### src/sv/earliest_free_unit_allocator_assert.svh
// ----------------------------------------------------------------------------
// Earliest-free unit allocator assertion macros
// Clocked on clk, disabled while arst_n is low.
// ----------------------------------------------------------------------------
`ifndef EARLIEST_FREE_UNIT_ALLOCATOR_ASSERT_SVH
`define EARLIEST_FREE_UNIT_ALLOCATOR_ASSERT_SVH

// check a property at every rising edge of clk
`define EFUA_ASSERT(label, prop, msg) \
	label: assert property (@(posedge clk) disable iff (!arst_n) (prop)) else $error(msg);

// check that a condition implies a consequence in the next cycle
`define EFUA_ASSERT_NEXT(label, cond, cons, msg) \
	label: assert property (@(posedge clk) disable iff (!arst_n) \
		(cond) |=> (cons)) else $error(msg);

`endif

### src/sv/efua_pkg.sv
// ----------------------------------------------------------------------------
// efua_pkg
// Shared widths, constants and types of the earliest-free unit allocator.
// ----------------------------------------------------------------------------
package efua_pkg;

	localparam int NUM_UNITS = 4;
	localparam int TIME_W    = 32;
	localparam int USE_W     = 16;
	localparam int IDX_W     = 4;
	localparam int UNIT_W    = (NUM_UNITS > 1) ? $clog2(NUM_UNITS) : 1;
	localparam int IN_TDATA_W  = 32;
	localparam int OUT_TDATA_W = 40;

	typedef logic [TIME_W-1:0] time_t;
	typedef logic [USE_W-1:0]  use_t;
	typedef logic [UNIT_W-1:0] unit_t;

	localparam unit_t LAST_UNIT = UNIT_W'(NUM_UNITS - 1);
	localparam use_t  USE_TIME_RST = USE_W'(1);

	typedef struct packed {
		logic  free;
		logic  better;
		time_t sum;
	} alu_res_t;

endpackage

### src/sv/efua_alu.sv
// ----------------------------------------------------------------------------
// efua_alu
// Shared compare and saturating add unit: tests one operand against the
// request time and the best time so far, and adds the use time to it.
// ----------------------------------------------------------------------------
module efua_alu (
	input  efua_pkg::time_t    cand,
	input  efua_pkg::time_t    now_time,
	input  efua_pkg::time_t    best,
	input  efua_pkg::use_t     use_time,
	output efua_pkg::alu_res_t res
);
	import efua_pkg::*;

	logic [TIME_W:0] full;

	assign full = {1'b0, cand} + {{(TIME_W - USE_W + 1){1'b0}}, use_time};

	always_comb begin
		res.free   = (cand <= now_time);
		res.better = (cand < best);
		res.sum    = full[TIME_W] ? {TIME_W{1'b1}} : full[TIME_W-1:0];
	end

endmodule

### src/sv/earliest_free_unit_allocator.sv
// Flow: an accepted transaction is scanned unit by unit up to the first free one or
//   the last unit, then the pick is booked in an add step that raises m_tvalid.
// Throughput: s_tready stays low from the scan until the add step is done, as the scan
//   loop over the unit store runs through the shared compare/add unit.
// Stalls: the add cycle waits while an earlier result is held off by m_tready.
// Reset: arst_n clears all busy-until times to zero and sets use_time to 1.
// ----------------------------------------------------------------------------
// earliest_free_unit_allocator
// Picks the first free unit in index order, else the earliest busy one,
// and books it for use_time.
// ----------------------------------------------------------------------------
module earliest_free_unit_allocator (
	input  logic                              clk,
	input  logic                              arst_n,
	input  logic                              cfg_we,
	input  efua_pkg::use_t                    cfg_data,
	input  logic                              s_tvalid,
	output logic                              s_tready,
	input  logic [efua_pkg::IN_TDATA_W-1:0]   s_tdata,  // [31:0] now_time
	output logic                              m_tvalid,
	input  logic                              m_tready,
	output logic [efua_pkg::OUT_TDATA_W-1:0]  m_tdata   // [31:0] done_time,
	                                                    // [35:32] unit_index
);
	import efua_pkg::*;

	`include "earliest_free_unit_allocator_assert.svh"

	localparam logic [1:0] ST_IDLE = 2'd0;
	localparam logic [1:0] ST_SCAN = 2'd1;
	localparam logic [1:0] ST_ADD  = 2'd2;

	logic [1:0]       state_q;
	time_t            busy_q [NUM_UNITS];
	use_t             use_time_q;
	time_t            now_q;
	time_t            base_q;
	unit_t            idx_q;
	unit_t            pick_q;
	logic             out_valid_q;
	time_t            out_done_q;
	logic [IDX_W-1:0] out_unit_q;

	time_t    cand;
	alu_res_t res;
	logic     out_free;

	assign cand     = (state_q == ST_ADD) ? base_q : busy_q[idx_q];
	assign out_free = !out_valid_q || m_tready;
	assign s_tready = (state_q == ST_IDLE);
	assign m_tvalid = out_valid_q;
	assign m_tdata  = {{(OUT_TDATA_W - TIME_W - IDX_W){1'b0}}, out_unit_q, out_done_q};

	efua_alu u_alu (
		.cand     (cand),
		.now_time (now_q),
		.best     (base_q),
		.use_time (use_time_q),
		.res      (res)
	);

	always_ff @(posedge clk or negedge arst_n) begin
		if (!arst_n) begin
			use_time_q <= USE_TIME_RST;
		end else if (cfg_we) begin
			use_time_q <= cfg_data;
		end
	end

	always_ff @(posedge clk or negedge arst_n) begin
		if (!arst_n) begin
			state_q     <= ST_IDLE;
			out_valid_q <= 1'b0;
			idx_q       <= '0;
			for (int i = 0; i < NUM_UNITS; i++) begin
				busy_q[i] <= '0;
			end
		end else begin
			if (state_q == ST_ADD && out_free) begin
				out_valid_q <= 1'b1;
			end else if (m_tready) begin
				out_valid_q <= 1'b0;
			end
			unique case (state_q)
				ST_IDLE: begin
					if (s_tvalid) begin
						now_q   <= s_tdata[TIME_W-1:0];
						idx_q   <= '0;
						state_q <= ST_SCAN;
					end
				end
				ST_SCAN: begin
					if (res.free) begin
						base_q  <= now_q;
						pick_q  <= idx_q;
						state_q <= ST_ADD;
					end else begin
						if (idx_q == '0 || res.better) begin
							base_q <= cand;
							pick_q <= idx_q;
						end
						if (idx_q == LAST_UNIT) begin
							state_q <= ST_ADD;
						end else begin
							idx_q <= idx_q + UNIT_W'(1);
						end
					end
				end
				ST_ADD: begin
					if (out_free) begin
						busy_q[pick_q] <= res.sum;
						out_done_q     <= res.sum;
						out_unit_q     <= IDX_W'(pick_q);
						state_q        <= ST_IDLE;
					end
				end
				default: begin
					state_q <= ST_IDLE;
				end
			endcase
		end
	end

	`EFUA_ASSERT_NEXT(a_accept_starts_scan, s_tvalid && s_tready,
		state_q == ST_SCAN && idx_q == '0, "transaction accepted without starting scan")
	`EFUA_ASSERT(a_scan_idx_range, state_q != ST_SCAN || idx_q <= LAST_UNIT,
		"scan index beyond last unit")
	`EFUA_ASSERT_NEXT(a_add_delivers, state_q == ST_ADD && out_free,
		m_tvalid && state_q == ST_IDLE, "booked unit produced no result")
	`EFUA_ASSERT(a_result_matches_store,
		!out_valid_q || busy_q[out_unit_q[UNIT_W-1:0]] == out_done_q,
		"pending result differs from stored busy-until time")

endmodule
### config.mk
export PLATFORM = sky130hd
export DESIGN_NAME = earliest_free_unit_allocator
export DESIGN_NICKNAME = d
export VERILOG_FILES = /design/src/sv/efua_pkg.sv /design/src/sv/efua_alu.sv /design/src/sv/earliest_free_unit_allocator.sv
export VERILOG_INCLUDE_DIRS = /design/src /design/src/sv
export SDC_FILE = /design/constraint.sdc
export NUM_CORES = 1
export LEC_CHECK = 0
export BUFFER_PORTS_ARGS = -buffer_cell sky130_fd_sc_hd__buf_4
export CAP_MARGIN = 0
export CORE_MARGIN = 1
export CORE_UTILIZATION = 65
export DETAILED_ROUTE_END_ITERATION = 10
export HOLD_SLACK_MARGIN = 0.05
export PLACE_DENSITY = 0.85
export SETUP_SLACK_MARGIN = 0.05
export SKIP_CTS_REPAIR_TIMING = 1
export SLEW_MARGIN = 15
export SYNTH_ARGS = -nofsm -noshare
export SYNTH_HDL_FRONTEND = slang
export SYNTH_SLANG_ARGS = --single-unit
### constraint.sdc
create_clock -name clk -period 13.3 [get_ports clk]
set_clock_uncertainty 0.05 [all_clocks]
set_input_delay 0.665 -clock clk [delete_from_list [all_inputs] [get_ports clk]]
set_output_delay 0.665 -clock clk [all_outputs]
set_load 0.1 [all_outputs]
==> results of run 1 <==
-- area by class of cell --
class / instances / area share (%)
sequential: 249 / 45.8
multi-input combinational: 793 / 38.4
inverter: 107 / 2.73
clock buffer: 38 / 5.22
clock inverter: 10 / 0.375
timing repair buffer: 101 / 5.19
tap: 265 / 2.26
-- flip-flops by register name, summed over array words and instances, names as in the netlist --
| name | flops |
|---|---|
| idx_q | 2 |
| pick_q | 2 |
| busy_q | 128 |
| base_q | 32 |
| use_time_q | 16 |
| state_q | 2 |
| m_tvalid | 1 |
| out_unit_q | 2 |
| now_q | 32 |
| out_done_q | 32 |
-- worst max-delay path: stages, from the launching register on --
cell and delay (ns):
sky130_fd_sc_hd__dfrtp_2 0.73, sky130_fd_sc_hd__buf_4 0.45, sky130_fd_sc_hd__mux4_1 0.65, sky130_fd_sc_hd__a21oi_1 0.29, sky130_fd_sc_hd__inv_1 0.16, sky130_fd_sc_hd__ha_1 0.31, sky130_fd_sc_hd__nand2_1 0.07, sky130_fd_sc_hd__a21oi_1 0.04
sky130_fd_sc_hd__a2111oi_0 0.36, sky130_fd_sc_hd__o31ai_1 0.15, sky130_fd_sc_hd__a211oi_1 0.24, sky130_fd_sc_hd__a31o_2 0.14, sky130_fd_sc_hd__buf_4 0.55, sky130_fd_sc_hd__o311a_1 0.73, sky130_fd_sc_hd__buf_4 0.42
-- layout by cell type, fill, tap and decap left out, types with 9 or more instances in the layout --
cell / synthesis / final
sky130_fd_sc_hd__edfxtp_1: 100 / 100
sky130_fd_sc_hd__buf_4: 7 / 100
sky130_fd_sc_hd__ha_1: 81 / 81
sky130_fd_sc_hd__inv_1: 107 / 107
sky130_fd_sc_hd__nand4_1: 13 / 13
sky130_fd_sc_hd__nor2_1: 118 / 118
sky130_fd_sc_hd__a21oi_1: 123 / 123
sky130_fd_sc_hd__mux2_2: 38 / 38
sky130_fd_sc_hd__a31oi_1: 9 / 9
sky130_fd_sc_hd__mux4_1: 14 / 14
sky130_fd_sc_hd__nand3_1: 16 / 16
sky130_fd_sc_hd__nand2_1: 108 / 107
sky130_fd_sc_hd__mux4_2: 18 / 18
sky130_fd_sc_hd__a21oi_2: 11 / 11
sky130_fd_sc_hd__a21o_1: 16 / 16
sky130_fd_sc_hd__o21ai_0: 94 / 94
sky130_fd_sc_hd__clkbuf_16: 0 / 27
sky130_fd_sc_hd__nor2_4: 11 / 11
sky130_fd_sc_hd__nand2b_1: 11 / 10
sky130_fd_sc_hd__dfrtp_1: 148 / 146
-- worst paths after layout --
check                      depth (start not counted)        start          to
min reg2reg                                        2   busy_q[37]  busy_q[37]
max                                               14     idx_q[0]   base_q[8]
min                                                1       arst_n   busy_q[8]
min in group clk                                   1  s_tdata[29]   now_q[29]
max reg2reg                                       14     idx_q[0]   base_q[8]
max in group asynchronous                          2       arst_n  busy_q[26]
-- kinds of logic after synthesis --
kind of cell / Yosys count
and+or+nand+nor: 320
DFF: 249
AOI/OAI and AO/OA: 297
adders and majority gates: 82
other: 1
muxes: 75
xor gates and xnor gates: 13
buffers and inverters: 166
-- metal layers --
metal	wire [um]	global-route usage [%]
met5	0	0
met4	907	10.8
met3	2700	7.13
met2	13800	45.9
met1	13800	46.7
-- through the flow --
step,instances,utilization [%],hold slack [ns],instance area (sq um)
after global placement,1515,71.0,0.403,13900
after CTS,1563,75.2,0.118,14700
final,1563,75.2,0.109,14700
after global routing,1563,75.2,0.148,14700
after floorplan,1208,-,0.319,13000
after detailed placement,1515,71.0,0.416,13900
==> flow_results.xml, run 1 <==
<?xml version="1.0" encoding="UTF-8"?>
<metrics>
  <group name="outcome">
    <metric name="run_status" unit="">complete, no violations</metric>
  </group>
  <group name="clock_network">
    <metric name="number_of_buffers_inserted_during_clock_tree_synthesis" unit="">26</metric>
    <metric name="cts_htree_levels" unit="">1</metric>
    <metric name="cts_tree" unit="">built</metric>
    <metric name="clk-insertion-delay-late" unit="ns">0.53</metric>
    <metric name="worst_setup_hold_path_clk_slew" unit="ns">0.07</metric>
    <metric name="numClockSinks" unit="">249</metric>
    <metric name="clock_tree.root_cell" unit="">sky130_fd_sc_hd__clkbuf_16</metric>
    <metric name="cts_max_path_buffers" unit="">3</metric>
  </group>
  <group name="yosys">
    <metric name="ys_top_cells_by_area" unit="">sky130_fd_sc_hd__dfrtp_1, sky130_fd_sc_hd__edfxtp_1, sky130_fd_sc_hd__ha_1</metric>
    <metric name="synth_simple_gate_area_share" unit="%">11.5</metric>
    <metric name="synth.mux.area_fraction" unit="%">9.60</metric>
    <metric name="yosys.area_share.adder" unit="%">7.93</metric>
    <metric name="ys_ff_latch" unit="">249</metric>
    <metric name="syn_area" unit="sq um">13000</metric>
    <metric name="ys_types" unit="">64</metric>
    <metric name="synth_largest_type_area_fraction" unit="%">28.4</metric>
    <metric name="post_synth_xor_xnor_area" unit="%">0.874</metric>
    <metric name="synth_common_cells" unit="">sky130_fd_sc_hd__dfrtp_1, sky130_fd_sc_hd__a21oi_1, sky130_fd_sc_hd__nor2_1</metric>
    <metric name="synth.largest_area_cell" unit="">sky130_fd_sc_hd__dfrtp_1</metric>
    <metric name="synth_seq_area_share" unit="%">51.7</metric>
    <metric name="synth_async_reset_ratio" unit="%">59.8</metric>
    <metric name="yosysMostFrequentCell" unit="">sky130_fd_sc_hd__dfrtp_1</metric>
    <metric name="yosys_warnings" unit="">0</metric>
    <metric name="synth_top_family_by_area" unit="">compound AO/OA/AOI/OAI gates</metric>
    <metric name="synthesis.instances" unit="">1203</metric>
    <metric name="synth_enable_flop_cells" unit="">100</metric>
    <metric name="synth_compound_area_share" unit="%">13.1</metric>
    <metric name="syn-mean-instance-area" unit="sq um">10.8</metric>
    <metric name="dominantRegCellSynth" unit="">sky130_fd_sc_hd__dfrtp_1</metric>
  </group>
  <group name="global_routing">
    <metric name="grt_max_degree" unit="">82</metric>
    <metric name="wire_length_of_the_first_global_routing_pass" unit="um">49100</metric>
    <metric name="grt_pass1_vias" unit="">9373</metric>
    <metric name="antenna_found_initial" unit="">0</metric>
    <metric name="grt_overflow" unit="">0</metric>
    <metric name="grt_use_total" unit="%">31.5</metric>
  </group>
  <group name="floorplan">
    <metric name="num_io_pins" unit="">95</metric>
    <metric name="fp.dieH" unit="um">144</metric>
    <metric name="rows" unit="">51</metric>
    <metric name="design.core.area" unit="sq um">19500</metric>
    <metric name="die_area" unit="sq um">20600</metric>
    <metric name="dieWidth" unit="um">144</metric>
    <metric name="initial_util" unit="%">66.7</metric>
  </group>
  <group name="timing">
    <metric name="report.final.setup_viol" unit="">0</metric>
    <metric name="rsz0062_at_grt" unit="">false</metric>
    <metric name="timing_limited_maximum_frequency" unit="MHz">175</metric>
    <metric name="final.setup.worst_slack" unit="ns">7.58</metric>
    <metric name="setup-tns-final" unit="ns">0</metric>
    <metric name="final_period_minus_worst_setup_slack" unit="ns">5.72</metric>
    <metric name="slew_headroom" unit="%">27.5</metric>
    <metric name="slew_violations" unit="">0</metric>
    <metric name="hold_viol" unit="">0</metric>
    <metric name="timing.final.crit_share" unit="%">43.0</metric>
    <metric name="worstMarginPinSlew" unit="ns">1.08</metric>
  </group>
  <group name="critical_path">
    <metric name="worstSetupPathType" unit="">reg2reg</metric>
    <metric name="critical_path_source_type" unit="">flop</metric>
    <metric name="critical_path.endpoint_type" unit="">flop</metric>
    <metric name="timing.critical_path.arrival" unit="ns">5.87</metric>
    <metric name="required" unit="ns">13.45</metric>
    <metric name="r2r_setup_slack" unit="ns">7.58</metric>
    <metric name="critPathMaxFanout" unit="">69</metric>
  </group>
  <group name="finish">
    <metric name="multi_input_comb_area" unit="sq um">5640</metric>
    <metric name="ff_latch_area" unit="sq um">6740</metric>
    <metric name="syn2layout_area_growth" unit="%">12.8</metric>
    <metric name="nNetsFinal" unit="">1413</metric>
    <metric name="fillCellCount" unit="">1289</metric>
    <metric name="antenna_cells" unit="">0</metric>
    <metric name="share_of_post_route_cells_with_drive_strength_above_1" unit="%">18.3</metric>
  </group>
  <group name="placed_design">
    <metric name="dp_slack" unit="ns">7.64</metric>
    <metric name="globalplace.congestion" unit="">0.950</metric>
    <metric name="place.detailed.hpwl" unit="um">21300</metric>
    <metric name="port-buffer-count" unit="">88</metric>
  </group>
  <group name="route">
    <metric name="detail_route.wirelength" unit="um">31200</metric>
    <metric name="routed_wire_length_per_instance" unit="um">19.9</metric>
    <metric name="route.detailed.vias_per_inst" unit="">6.13</metric>
    <metric name="router_iterations_before_antenna_repair" unit="">5</metric>
    <metric name="drc" unit="">0</metric>
    <metric name="ant_nets" unit="">0</metric>
    <metric name="via_count" unit="">9578</metric>
    <metric name="detailedRoute.firstIterationViolations" unit="">972</metric>
  </group>
  <group name="worst_hold_path">
    <metric name="min_path_type" unit="">in2async</metric>
  </group>
  <group name="job">
    <metric name="max_cap_viol_count" unit="">0</metric>
  </group>
</metrics>
Power of run 1 is not shown: default switching activity piles up to over one toggle a cycle in this logic, so the estimate is an artifact.
==> run 2: changes to the inputs <==
--- a/config.mk
+++ b/config.mk
@@ -9,10 +9,10 @@
 export BUFFER_PORTS_ARGS = -buffer_cell sky130_fd_sc_hd__buf_4
 export CAP_MARGIN = 0
 export CORE_MARGIN = 1
-export CORE_UTILIZATION = 65
+export CORE_UTILIZATION = 61
 export DETAILED_ROUTE_END_ITERATION = 10
 export HOLD_SLACK_MARGIN = 0.05
-export PLACE_DENSITY = 0.85
+export PLACE_DENSITY = 0.81
 export SETUP_SLACK_MARGIN = 0.05
 export SKIP_CTS_REPAIR_TIMING = 1
 export SLEW_MARGIN = 15
==> constraint.sdc (replaced) <==
create_clock -name clk -period 5.35 [get_ports clk]
set_clock_uncertainty 0.05 [all_clocks]
set_input_delay 0.2675 -clock clk [delete_from_list [all_inputs] [get_ports clk]]
set_output_delay 0.2675 -clock clk [all_outputs]
set_load 0.1 [all_outputs]
==> run 2 against run 1 <==
  * Via count rose by 3.0%
  * Routed wire length rose by 3.4%
  * First-iteration DRC count up 1.6%
  * Utilization is 2.2 points lower
  * Design area is 4.1% higher
  * Critical path depth down 1
  * Global-route usage is 2.6 points lower
==> flow_results.xml, run 2 (synthesis gave the netlist of run 1 again) <==
<?xml version="1.0" encoding="UTF-8"?>
<metrics>
  <group name="critical_path">
    <metric name="critical-path-slowest-cell" unit="">sky130_fd_sc_hd__dfrtp_2</metric>
    <metric name="critical_path.cell_chain" unit="">buf_4, mux4_2, nand2_1, o21ai_0, ha_1, nand2_1, o21ai_0, a211oi_1, nor2_1, and3_2, buf_4, nor2_2, o21ai_0</metric>
    <metric name="critical_path_source_type" unit="">flop</metric>
    <metric name="timing.critical_path.buf_inv" unit="">2</metric>
    <metric name="cp_slowest_stage_delay" unit="ns">0.63</metric>
    <metric name="worst_path_most_repeated_cell" unit="">sky130_fd_sc_hd__o21ai_0</metric>
    <metric name="crit_start" unit="">idx_q[0]</metric>
    <metric name="critPathTopFamily" unit="">simple AND/OR/NAND/NOR gates</metric>
    <metric name="r2r_setup_slack" unit="ns">0.46</metric>
    <metric name="worstSetupPathType" unit="">reg2reg</metric>
    <metric name="critPathMaxFanout" unit="">26</metric>
    <metric name="timing.critical_path.arrival" unit="ns">5.30</metric>
    <metric name="critical_path.endpoint_type" unit="">flop</metric>
    <metric name="required" unit="ns">5.76</metric>
    <metric name="worstReg2RegEnd" unit="">busy_q[5]</metric>
    <metric name="regToRegStartpoint" unit="">idx_q[0]</metric>
    <metric name="r2r_cells" unit="">13</metric>
  </group>
  <group name="placed_design">
    <metric name="globalplace.congestion" unit="">0.900</metric>
    <metric name="detailed_place.area" unit="sq um">13900</metric>
    <metric name="place.detailed.hpwl" unit="um">21300</metric>
    <metric name="port-buffer-count" unit="">88</metric>
  </group>
  <group name="finish">
    <metric name="layout_commonest_cell" unit="">sky130_fd_sc_hd__dfrtp_1</metric>
    <metric name="stdcell_area" unit="sq um">15300</metric>
    <metric name="syn2layout_area_growth" unit="%">17.4</metric>
    <metric name="nNetsFinal" unit="">1469</metric>
    <metric name="registers.top_by_ff_count" unit="">busy_q</metric>
    <metric name="final_util" unit="%">73.0</metric>
    <metric name="largest_register_ffs" unit="">128</metric>
    <metric name="antenna_cells" unit="">0</metric>
    <metric name="mostFrequentLayoutCells" unit="">sky130_fd_sc_hd__dfrtp_1, sky130_fd_sc_hd__a21oi_1, sky130_fd_sc_hd__nor2_1</metric>
    <metric name="share_of_post_route_cells_with_drive_strength_above_1" unit="%">17.7</metric>
  </group>
  <group name="timing">
    <metric name="timing_limited_maximum_frequency" unit="MHz">205</metric>
    <metric name="timing.final.crit_share" unit="%">91.4</metric>
    <metric name="slew_violations" unit="">0</metric>
    <metric name="rsz0062_at_grt" unit="">false</metric>
    <metric name="final_period_minus_worst_setup_slack" unit="ns">4.89</metric>
    <metric name="report.final.setup_viol" unit="">0</metric>
    <metric name="hold_viol" unit="">0</metric>
    <metric name="slew_headroom" unit="%">27.6</metric>
    <metric name="setup-tns-final" unit="ns">0</metric>
    <metric name="worstMarginPinSlew" unit="ns">1.09</metric>
  </group>
  <group name="route">
    <metric name="routed_wire_length_per_instance" unit="um">19.8</metric>
    <metric name="detailedRoute.firstIterationViolations" unit="">988</metric>
    <metric name="detail_route.wirelength" unit="um">32200</metric>
    <metric name="via_count" unit="">9867</metric>
    <metric name="drc" unit="">0</metric>
    <metric name="route.detailed.vias_per_inst" unit="">6.05</metric>
    <metric name="router_iterations_before_antenna_repair" unit="">5</metric>
    <metric name="ant_nets" unit="">0</metric>
  </group>
  <group name="clock_network">
    <metric name="number_of_buffers_inserted_during_clock_tree_synthesis" unit="">27</metric>
    <metric name="clock_tree.root_cell" unit="">sky130_fd_sc_hd__clkbuf_16</metric>
    <metric name="cts_tree" unit="">built</metric>
    <metric name="cts_htree_levels" unit="">1</metric>
    <metric name="worst_setup_hold_path_clk_slew" unit="ns">0.06</metric>
    <metric name="cts_max_path_buffers" unit="">3</metric>
    <metric name="clk-insertion-delay-late" unit="ns">0.55</metric>
    <metric name="numClockSinks" unit="">249</metric>
  </group>
  <group name="global_routing">
    <metric name="met1_usage" unit="%">43.9</metric>
    <metric name="globalRouteMet2Util" unit="%">42.0</metric>
    <metric name="grt_max_degree" unit="">89</metric>
    <metric name="antenna_found_initial" unit="">0</metric>
    <metric name="grt_pass1_vias" unit="">9213</metric>
    <metric name="grt_use_total" unit="%">28.9</metric>
    <metric name="wire_length_of_the_first_global_routing_pass" unit="um">48900</metric>
    <metric name="met3_usage" unit="%">6.07</metric>
    <metric name="grt_overflow" unit="">0</metric>
    <metric name="gr-max-usage-layer" unit="">met1</metric>
  </group>
  <group name="floorplan">
    <metric name="die_area" unit="sq um">21900</metric>
    <metric name="fp.dieH" unit="um">148</metric>
    <metric name="initial_util" unit="%">62.2</metric>
    <metric name="rows" unit="">53</metric>
    <metric name="design.core.area" unit="sq um">21000</metric>
    <metric name="num_io_pins" unit="">95</metric>
    <metric name="dieWidth" unit="um">148</metric>
  </group>
  <group name="worst_hold_path">
    <metric name="min_path_type" unit="">in2reg</metric>
    <metric name="hold_path_end" unit="">use_time_q[1]</metric>
    <metric name="timing.hold.worst_path_depth" unit="">2</metric>
    <metric name="worstHoldStart" unit="">cfg_we</metric>
  </group>
  <group name="job">
    <metric name="max_cap_viol_count" unit="">0</metric>
  </group>
  <group name="outcome">
    <metric name="run_status" unit="">complete, no violations</metric>
  </group>
  <group name="power_and_ir_drop">
    <metric name="irDropWorstVdd" unit="uV">452</metric>
    <metric name="total_leakage_power" unit="nW">6.78</metric>
    <metric name="power_density" unit="nW/um^2">709</metric>
  </group>
</metrics>
-- run 2: changes by cell type in the layout (fill, tap and decap cells not counted), sizes merged --
cell / change
buf: +5
clkbuf: +1
bufinv: +2
dlygate4sd3: +50
clkinv: -1
-- run 2: power breakdown --
group          internal (mW)  switching, mW
registers               2.83          0.338
clock network           1.08          0.783
logic                   2.02           3.80
-- run 2: per-layer routing --
metal | wire, um | vias up
met2 | 14300 | 495
li1 | - | 4527
met5 | 0 | -
met3 | 3110 | 62
met1 | 13900 | 4783
met4 | 878 | 0
-- run 2: cell type report --
type | instances | area (sq um)
timing repair buffer | 156 | 1300
clock inverter | 11 | 135
tap | 275 | 344
inverter | 107 | 402
clock buffer | 39 | 751
sequential | 249 | 6730
multi-input combinational | 793 | 5630
fill | 1409 | 5660
-- run 2: stage by stage --
| step | hold WS, ns | cells | setup slack, ns | power [mW] |
|---|---|---|---|---|
| CTS | -0.234 | 1580 | 0.470 | 10.7 |
| finish | 0.102 | 1630 | 0.460 | 10.9 |
| global placement | 0.341 | 1530 | 0.650 | 8.60 |
| global route | 0.106 | 1630 | 0.232 | 11.6 |
| floorplan | -0.0781 | 1208 | 0.312 | 7.33 |
| detailed placement | 0.343 | 1530 | 0.530 | 8.81 |
-- run 2: worst max path at each step --
stage	slack, ns	end	cells after the start
2_1_floorplan	0.31	base_q[0]	15
3_3_place_gp	0.65	base_q[30]	13
3_5_place_dp	0.53	out_done_q[6]	15
4_1_cts	0.47	out_done_q[6]	15
5_1_grt	0.23	base_q[27]	13
6_report	0.46	busy_q[5]	13
-- run 2: worst register-to-register path: cells and delay by family, from the launching register on --
kind / cells / cell delay, ns
compound gates: 4 / 0.85
fa+ha+maj: 1 / 0.48
buf+inv: 2 / 0.97
flops: 1 / 0.63
mux: 1 / 0.58
simple gates: 5 / 1.23
(Power assumes the default switching activity.)
==> run 3: changes to the inputs <==
==> constraint.sdc (replaced) <==
create_clock -name clk -period 5.25 [get_ports clk]
set_clock_uncertainty 0.05 [all_clocks]
set_input_delay 0.2625 -clock clk [delete_from_list [all_inputs] [get_ports clk]]
set_output_delay 0.2625 -clock clk [all_outputs]
set_load 0.1 [all_outputs]
==> run 3 against run 2 <==
  * Fmax rose by 2.6%
  * Sequential share of layout area shrank 0.13 points
  * Critical path depth rose by 1
  * Via count up 0.55%
  * Design area up 0.30%
  * Cell count up 0.18%
  * First-iteration DRC count is 11% higher
  * Critical endpoint is now out_done_q[6]
==> flow_results.xml, run 3 (synthesis gave the netlist of run 1 again) <==
<?xml version="1.0" encoding="UTF-8"?>
<metrics>
  <group name="finish">
    <metric name="antenna_cells" unit="">0</metric>
    <metric name="layout_commonest_cell" unit="">sky130_fd_sc_hd__dfrtp_1</metric>
    <metric name="instances_no_fill" unit="">1633</metric>
    <metric name="registers.top_by_ff_count" unit="">busy_q</metric>
    <metric name="multi_input_comb_area" unit="sq um">5640</metric>
    <metric name="mostFrequentLayoutCells" unit="">sky130_fd_sc_hd__dfrtp_1, sky130_fd_sc_hd__a21oi_1, sky130_fd_sc_hd__nor2_1</metric>
    <metric name="fillCellCount" unit="">1411</metric>
    <metric name="syn2layout_area_growth" unit="%">17.8</metric>
    <metric name="share_of_post_route_cells_with_drive_strength_above_1" unit="%">18.0</metric>
    <metric name="ff_latch_area" unit="sq um">6730</metric>
    <metric name="nNetsFinal" unit="">1474</metric>
    <metric name="largest_register_ffs" unit="">128</metric>
  </group>
  <group name="timing">
    <metric name="rsz0062_at_grt" unit="">false</metric>
    <metric name="hold_viol" unit="">0</metric>
    <metric name="setup-tns-final" unit="ns">0</metric>
    <metric name="slew_violations" unit="">0</metric>
    <metric name="final_period_minus_worst_setup_slack" unit="ns">4.77</metric>
    <metric name="timing_limited_maximum_frequency" unit="MHz">210</metric>
    <metric name="worstMarginPinSlew" unit="ns">1.11</metric>
    <metric name="slew_headroom" unit="%">25.9</metric>
    <metric name="timing.final.crit_share" unit="%">90.8</metric>
    <metric name="report.final.setup_viol" unit="">0</metric>
  </group>
  <group name="power_and_ir_drop">
    <metric name="irDropWorstVdd" unit="uV">352</metric>
    <metric name="power_density" unit="nW/um^2">733</metric>
    <metric name="total_power" unit="mW">11.2</metric>
    <metric name="total_leakage_power" unit="nW">6.81</metric>
  </group>
  <group name="route">
    <metric name="via_count" unit="">9921</metric>
    <metric name="router_iterations_before_antenna_repair" unit="">5</metric>
    <metric name="ant_nets" unit="">0</metric>
    <metric name="route.detailed.vias_per_inst" unit="">6.08</metric>
    <metric name="routed_wire_length_per_instance" unit="um">20.5</metric>
    <metric name="detailedRoute.firstIterationViolations" unit="">1092</metric>
    <metric name="detail_route.wirelength" unit="um">33400</metric>
    <metric name="drc" unit="">0</metric>
  </group>
  <group name="critical_path">
    <metric name="critPathMaxFanout" unit="">24</metric>
    <metric name="critical_path.endpoint_type" unit="">flop</metric>
    <metric name="timing.critical_path.arrival" unit="ns">4.99</metric>
    <metric name="regToRegStartpoint" unit="">idx_q[0]</metric>
    <metric name="worstSetupPathType" unit="">reg2reg</metric>
    <metric name="worstReg2RegEnd" unit="">out_done_q[6]</metric>
    <metric name="required" unit="ns">5.47</metric>
    <metric name="r2r_setup_slack" unit="ns">0.48</metric>
    <metric name="critical_path_source_type" unit="">flop</metric>
    <metric name="r2r_cells" unit="">14</metric>
  </group>
  <group name="clock_network">
    <metric name="worst_setup_hold_path_clk_slew" unit="ns">0.06</metric>
    <metric name="number_of_buffers_inserted_during_clock_tree_synthesis" unit="">27</metric>
    <metric name="cts_tree" unit="">built</metric>
    <metric name="clock_tree.root_cell" unit="">sky130_fd_sc_hd__clkbuf_16</metric>
    <metric name="clk-insertion-delay-late" unit="ns">0.54</metric>
    <metric name="numClockSinks" unit="">249</metric>
    <metric name="cts_htree_levels" unit="">1</metric>
    <metric name="cts_max_path_buffers" unit="">3</metric>
  </group>
  <group name="global_routing">
    <metric name="grt_use_total" unit="%">30.1</metric>
    <metric name="antenna_found_initial" unit="">0</metric>
    <metric name="grt_max_degree" unit="">83</metric>
    <metric name="grt_overflow" unit="">0</metric>
    <metric name="grt_pass1_vias" unit="">9467</metric>
    <metric name="wire_length_of_the_first_global_routing_pass" unit="um">51000</metric>
  </group>
  <group name="floorplan">
    <metric name="dieWidth" unit="um">148</metric>
    <metric name="num_io_pins" unit="">95</metric>
    <metric name="die_area" unit="sq um">21900</metric>
    <metric name="design.core.area" unit="sq um">21000</metric>
    <metric name="initial_util" unit="%">62.2</metric>
    <metric name="rows" unit="">53</metric>
    <metric name="fp.dieH" unit="um">148</metric>
  </group>
  <group name="worst_hold_path">
    <metric name="worstHoldStart" unit="">cfg_we</metric>
    <metric name="hold_path_end" unit="">use_time_q[1]</metric>
    <metric name="timing.hold.worst_path_depth" unit="">2</metric>
    <metric name="min_path_type" unit="">in2reg</metric>
  </group>
  <group name="placed_design">
    <metric name="port-buffer-count" unit="">88</metric>
    <metric name="dp.cells" unit="">1535</metric>
    <metric name="place.detailed.hpwl" unit="um">22200</metric>
    <metric name="globalplace.congestion" unit="">0.949</metric>
  </group>
  <group name="outcome">
    <metric name="run_status" unit="">complete, no violations</metric>
  </group>
  <group name="job">
    <metric name="max_cap_viol_count" unit="">0</metric>
  </group>
</metrics>
run 3: cell types whose count changed in the layout (fill, tap and decap cells not counted), sizes merged:
cell	previous run	this run
clkinv	7	5
clkbuf	39	40
clkinvlp	1	0
buf	106	111
run 3: worst max-delay path: stages (launching register included):
cell and delay (ns):
sky130_fd_sc_hd__dfrtp_2 0.72, sky130_fd_sc_hd__mux4_2 0.60, sky130_fd_sc_hd__mux2i_1 0.24, sky130_fd_sc_hd__inv_1 0.08, sky130_fd_sc_hd__ha_1 0.23, sky130_fd_sc_hd__inv_1 0.08
sky130_fd_sc_hd__fa_1 0.19, sky130_fd_sc_hd__nand2b_1 0.18, sky130_fd_sc_hd__a21oi_1 0.12, sky130_fd_sc_hd__o311a_1 0.43, sky130_fd_sc_hd__a211oi_1 0.49, sky130_fd_sc_hd__nor2_1 0.25
sky130_fd_sc_hd__and3_4 0.39, sky130_fd_sc_hd__a21oi_2 0.36, sky130_fd_sc_hd__inv_1 0.07
run 3: how the worst max path moves through the flow:
stage	startpoint	endpoint	slack (ns)	cells past startpoint
after floorplan	idx_q[0]	base_q[0]	0.21	15
after global placement	idx_q[0]	out_done_q[27]	0.44	14
after detailed placement	idx_q[0]	out_done_q[27]	0.26	14
after CTS	idx_q[0]	out_done_q[27]	0.23	14
after global routing	idx_q[0]	busy_q[17]	0.20	12
final	idx_q[0]	out_done_q[6]	0.48	14
run 3: cell type report:
type | instances | area share [%]
Multi-Input combinational cell | 793 | 36.7
Clock buffer | 40 | 5.19
Tap cell | 275 | 2.24
Clock inverter | 8 | 0.612
Inverter | 107 | 2.62
Timing Repair Buffer | 161 | 8.72
Sequential cell | 249 | 43.9
run 3: where the power goes:
group	switching [mW]	internal, mW
clock network	0.776	1.14
logic	3.97	2.09
registers	0.382	2.88
run 3: layer usage:
layer | up-vias | track usage (%) | wire length (um)
met5 | - | 0 | 0
li1 | 4525 | - | -
met4 | 0 | 9.28 | 895
met3 | 66 | 6.35 | 2980
met1 | 4848 | 45.0 | 14600
met2 | 482 | 44.2 | 15000
run 3: metrics by stage:
stage               setup slack [ns]  hold slack, ns  util, %  cell area [sq um]
CTS                            0.233          -0.243     70.8              14800
global route                   0.201           0.129     73.2              15300
finish                         0.483           0.102     73.2              15300
detailed placement             0.259           0.305     66.6              13900
floorplan                      0.212         -0.0831        -              13000
global placement               0.436           0.305     66.6              13900
